**config.mk**
```make
export PLATFORM = sky130hd
export DESIGN_NAME = frb_ram
export DESIGN_NICKNAME = d
export VERILOG_FILES = /design/src/frb_ram.sv
export SDC_FILE = /design/constraint.sdc
export NUM_CORES = 2
export LEC_CHECK = 0
export BUFFER_PORTS_ARGS = -buffer_cell sky130_fd_sc_hd__buf_4
export CAP_MARGIN = 20
export CORE_MARGIN = 5
export CORE_UTILIZATION = 50
export CTS_BUF_LIST = sky130_fd_sc_hd__clkbuf_4
export DETAILED_ROUTE_END_ITERATION = 8
export HOLD_SLACK_MARGIN = 0.03
export PLACE_DENSITY = 0.68
export SLEW_MARGIN = 20
export SYNTH_ARGS = -nofsm -noshare
export SYNTH_HDL_FRONTEND = slang
export SYNTH_SLANG_ARGS = --single-unit
```
**constraint.sdc**
```tcl
create_clock -name clock -period 2.75 [get_ports clock]
set_input_delay 0.55 -clock clock [delete_from_list [all_inputs] [get_ports clock]]
set_output_delay 0.55 -clock clock [all_outputs]
set_load 0.005 [all_outputs]
```
**src/frb_ram.sv**
```systemverilog
// Generic single-clock RAM: one write port, one read port, registered read.
// No dependencies.
module frb_ram #(
   parameter int WIDTH = 8,
   parameter int DEPTH = 256
) (
   input  logic                     clock,
   input  logic                     wr_en,
   input  logic [$clog2(DEPTH)-1:0] wr_addr,
   input  logic [WIDTH-1:0]         wr_data,
   input  logic                     rd_en,
   input  logic [$clog2(DEPTH)-1:0] rd_addr,
   output logic [WIDTH-1:0]         rd_data
);

   logic [WIDTH-1:0] mem [DEPTH];
   logic [WIDTH-1:0] rd_data_ff;

   always_ff @(posedge clock) begin
      if (wr_en) begin
         mem[wr_addr] <= wr_data;
      end
      if (rd_en) begin
         rd_data_ff <= mem[rd_addr];
      end
   end

   assign rd_data = rd_data_ff;

endmodule

```
; ---- After elaboration in Yosys (flattened, before gate mapping)
; Memories as Yosys holds them, arrays and structs flattened. A register that Yosys moved wholly into a read port is not among the register bits.
; Index checks and enable logic that the tools add are counted.
[word_totals]
ff_bits = 0
ram_bits = 2048
elab_cells = 3
n_memories = 1
input_bits = 27
[memory_table]
columns = name, words, width, read_ports, rd_ports_with_merged_regs, write_ports, line
row1 = mem, 256, 8, 1, 1, 1, 16  ; logic [WIDTH-1:0] mem [DEPTH];
[classes]
muxes = 2
[ops]
columns = op, n
row1 = $mux W1, 2

; ---- Longest topological paths before layout
[depth]
word_depth = 2
mapped_depth = 11
depth_no_buf = 6

; ---- Least setup slack after synthesis
; No wires, ideal clock.
[synth_timing]
kind = input to register
startpoint = input rd_addr[0]
endpoint = register rd_data_ff[2] (netlist: rd_data[2]) (read register of mem) (data pin)
arrival_ns = 2.357
n_path_buf = 4
setup_time_ns = 0.269
setup_slack_ns = 0.124
stages = 9
path_cell_list = buf_6 buf_12 buf_8 buf_2 mux4_2 a22oi_1 a21oi_1 nor4_1 nor4_2
[synth_rtl]
columns = element, line
row1 = from (decl), 12  ; input logic [$clog2(DEPTH)-1:0] rd_addr,
row2 = to (decl), 17  ; logic [WIDTH-1:0] rd_data_ff;

; ---- Worst setup path after layout
[layout_timing]
startpoint = register rd_data_ff[4] (netlist: rd_data[4]) (read register of mem)
endpoint = output rd_data[4]
[layout_rtl]
columns = element, line
row1 = to (decl), 13  ; output logic [WIDTH-1:0] rd_data
; No word-level cell between the ends.

==> results_dict.tcl <==
set metrics [dict create \
    hold_viol 0 \
    htreeDepth 6 \
    clock-root-buffer "clkbuf_4" \
    syn-num-nets 3760 \
    r2r_cells 7 \
    grt_pass1_wl_mm 294 \
    grt_overflow_total 0 \
    slew_viol_final 0 \
    ioPinCount 35 \
    status "finished clean" \
    yosysTopAreaCell "edfxtp_1" \
    drt_first_pass_iters 8 \
    power.share.sequential_pct 54.8 \
    p_sw_uw 13900 \
    ant_nets 0 \
    reg2reg_slack_ns 0.06 \
    crit_path_max_incr_delay_ns 0.59 \
    drive_gt1_share_pct 39.3 \
    antenna_found_initial 7 \
    cts_tree "yes" \
    synthCells 3733 \
    routabilityCongestion 0.870 \
    vias 43400 \
    clk_pin_slew_ns 0.07 \
    cp-endpoint "rd_data[4]" \
    initialDrtViolationCount 5110 \
    r2r-end "rd_data[0]" \
    cts_buffers 536 \
    p_int_uw 49300 \
    clock_skew_ns 0.106 \
    clkLatencyLatePin_ns 1.34 \
    die-area_um2 167000 \
    initial_core_util_pct 50.3 \
    groute.usage.overall_pct 24.0 \
    yosysSeqAreaShare_pct 77.5 \
    cp-startpoint "rd_data[4]" \
    max-cap-violations 0 \
    max_freq_mhz 371 \
    p_per_area_nw_per_um2 670 \
    path_buf_inv 1 \
    r2r-start "mem[211][0]" \
    peakVddDrop_v 0.000457 \
    rsz0062_at_grt "true" \
    port_buffers 34 \
    utilization_pct 59.5 \
    start_kind "flop" \
    clk_path_buf_depth 4 \
    cts_num_sinks 2056 \
    rows 146 \
    grt_pass1_vias 44600 \
    synth.distinct_cells 54 \
    synth_area_um2 79600 \
    area_delta_synth_final_pct 18.3 \
    cp_data_arrival_time_ns 2.15 \
    yosys_warnings 0 \
    hpwl_mm 130 \
    pwr-share-clk_pct 39.4 \
    ys_ff_latch 2056 \
    max_slew_margin_pct 32.6 \
    drc 0 \
    worstMarginPinSlew_ns 1.00 \
    endpoint_kind "primary output" \
    routed_wl_mm 200 \
    fp.dieH_um 409 \
    synth_top_area_share_pct 77.5 \
    die_width_um 409 \
    slowest_stage "edfxtp_1" \
    min_period_over_period_pct 98.1 \
    min_path_type "primary input to flop" \
    grt_max_degree 93 \
    mostFrequentLayoutCell "edfxtp_1" \
    crit_cells 1 \
    p_sw_share_pct 21.9 \
    cpLargestDelayFamily "flip-flops" \
    whs_ns 0.205 \
    layout.nets 4861 \
    via_per_inst 5.99 \
    ys_top_cells_by_area "edfxtp_1, mux4_2, mux2i_1" \
    fill_cells 11300 \
    final_cell_mix "edfxtp_1, clkbuf_4, buf_4" \
    power_leakage_uw 0.0314 \
    critPathKind "flop to primary output" \
    design.core.area_um2 158000 \
    comb_power_share_pct 5.8 \
    wl_per_cell_um 27.6 \
    path_cells "buf_6" \
    crit_path_max_fanout 1 \
    final.min_clock_period_ns 2.70 \
    critical_path_required_ns 2.20 \
    setup_viol_count_final 0 \
    syn_avg_cell_area_um2 21.3 \
]
==> flip-flops by register name, summed over array words and instances, names as in the netlist <==
signal,cells
mem,2048
rd_data,8
==> power by group through the flow <==
stage	Combinational, uW	Clock, uW	Sequential (uW)
final	3650	24900	34600
after global routing	3840	27300	34600
after CTS	3650	25500	34600
after detailed placement	3610	0	35300
after global placement	3560	0	35300
after floorplan	1680	0	35200
==> Yosys cell counts, drive strengths merged <==
| cell type | instances |
|---|---|
| a22o | 8 |
| mux4 | 456 |
| or2 | 4 |
| inv | 1 |
| o22a | 5 |
| a311oi | 2 |
| nor3 | 22 |
| nand3 | 34 |
| buf | 122 |
| nor2 | 282 |
| clkinv | 1 |
| o22ai | 28 |
| o211ai | 10 |
| clkbuf | 111 |
| nand2 | 33 |
| a221oi | 14 |
| o21ai | 12 |
| a22oi | 133 |
| and3b | 2 |
| a21oi | 96 |
| nand3b | 2 |
| o221ai | 47 |
| nand2b | 8 |
| and3 | 1 |
| edfxtp | 2056 |
| a31oi | 2 |
| mux2i | 134 |
| nor2b | 31 |
| or3b | 1 |
| and2 | 6 |
| o311ai | 1 |
| or2b | 1 |
| mux2 | 1 |
| a21boi | 1 |
| a2111oi | 5 |
| nand4 | 10 |
| o32ai | 5 |
| nor4 | 27 |
| nor3b | 1 |
| nor4b | 1 |
| a211oi | 16 |
==> worst min-delay path by stage <==
stage | start | endpoint | cells past startpoint
floorplan | wr_data[0] | mem[0][0] | 0
global placement | rd_en | rd_data[3] | 1
detailed placement | rd_en | rd_data[3] | 1
CTS | rd_addr[5] | rd_data[6] | 6
global route | rd_addr[7] | rd_data[5] | 7
finish | rd_addr[7] | rd_data[3] | 7
==> layout make-up <==
| type | instances | area, um^2 | share of cell area (%) |
|---|---|---|---|
| flip-flops and latches | 2056 | 61700 | 65.5 |
| inverters | 2 | 7.51 | 0.00797 |
| well taps | 2072 | 2590 | 2.75 |
| multi-input cells | 1442 | 16500 | 17.5 |
| clock buffers | 749 | 5620 | 5.97 |
| repair buffers | 796 | 7030 | 7.46 |
| diodes | 13 | 32.5 | 0.0345 |
| clock inverters | 119 | 692 | 0.734 |
==> logic make-up (layout without fill, tap and decap cells) <==
logic type / count (synthesis) / count (layout) / synth area share, %
and+or+nand+nor: 466 / 466 / 2.63
AOI/OAI and AO/OA: 385 / 385 / 3.42
DFF: 2056 / 2056 / 77.5
buffers and inverters: 235 / 1666 / 1.83
other: 0 / 13 / 0
muxes: 591 / 591 / 14.6
==> through the flow <==
step / std cells / setup WS (ns) / TNS, ns / power, uW / area, um^2
after detailed placement: 6341 / -1.17 / -7.24 / 38900 / 87600
after global routing: 7245 / -0.0694 / -0.149 / 65700 / 94200
final: 7249 / 0.0517 / 0 / 63200 / 94200
after CTS: 7236 / -0.0689 / -0.202 / 63800 / 94200
after floorplan: 3733 / 0.124 / 0 / 36900 / 79600
after global placement: 6341 / -1.13 / -7.05 / 38800 / 87600
==> repair_timing <==
action / 4_1_cts / 5_1_grt
setup endpoints to repair: 6 / 5
hold buffers: 27 / 0
endpoints found under the hold margin: 2778 / 0
resized for setup: 5 / 2
setup buffers: 0 / 0
==> metal layers <==
| layer | vias to the layer above | global-route usage [%] | wire length, um |
|---|---|---|---|
| met1 | 22400 | 33.6 | 77600 |
| li1 | 18300 | - | - |
| met3 | 324 | 5.70 | 19900 |
| met4 | 4 | 7.83 | 5350 |
| met5 | - | 0 | 21 |
| met2 | 2450 | 37.8 | 97200 |
No activity file was read; power rests on OpenSTA's default activity.
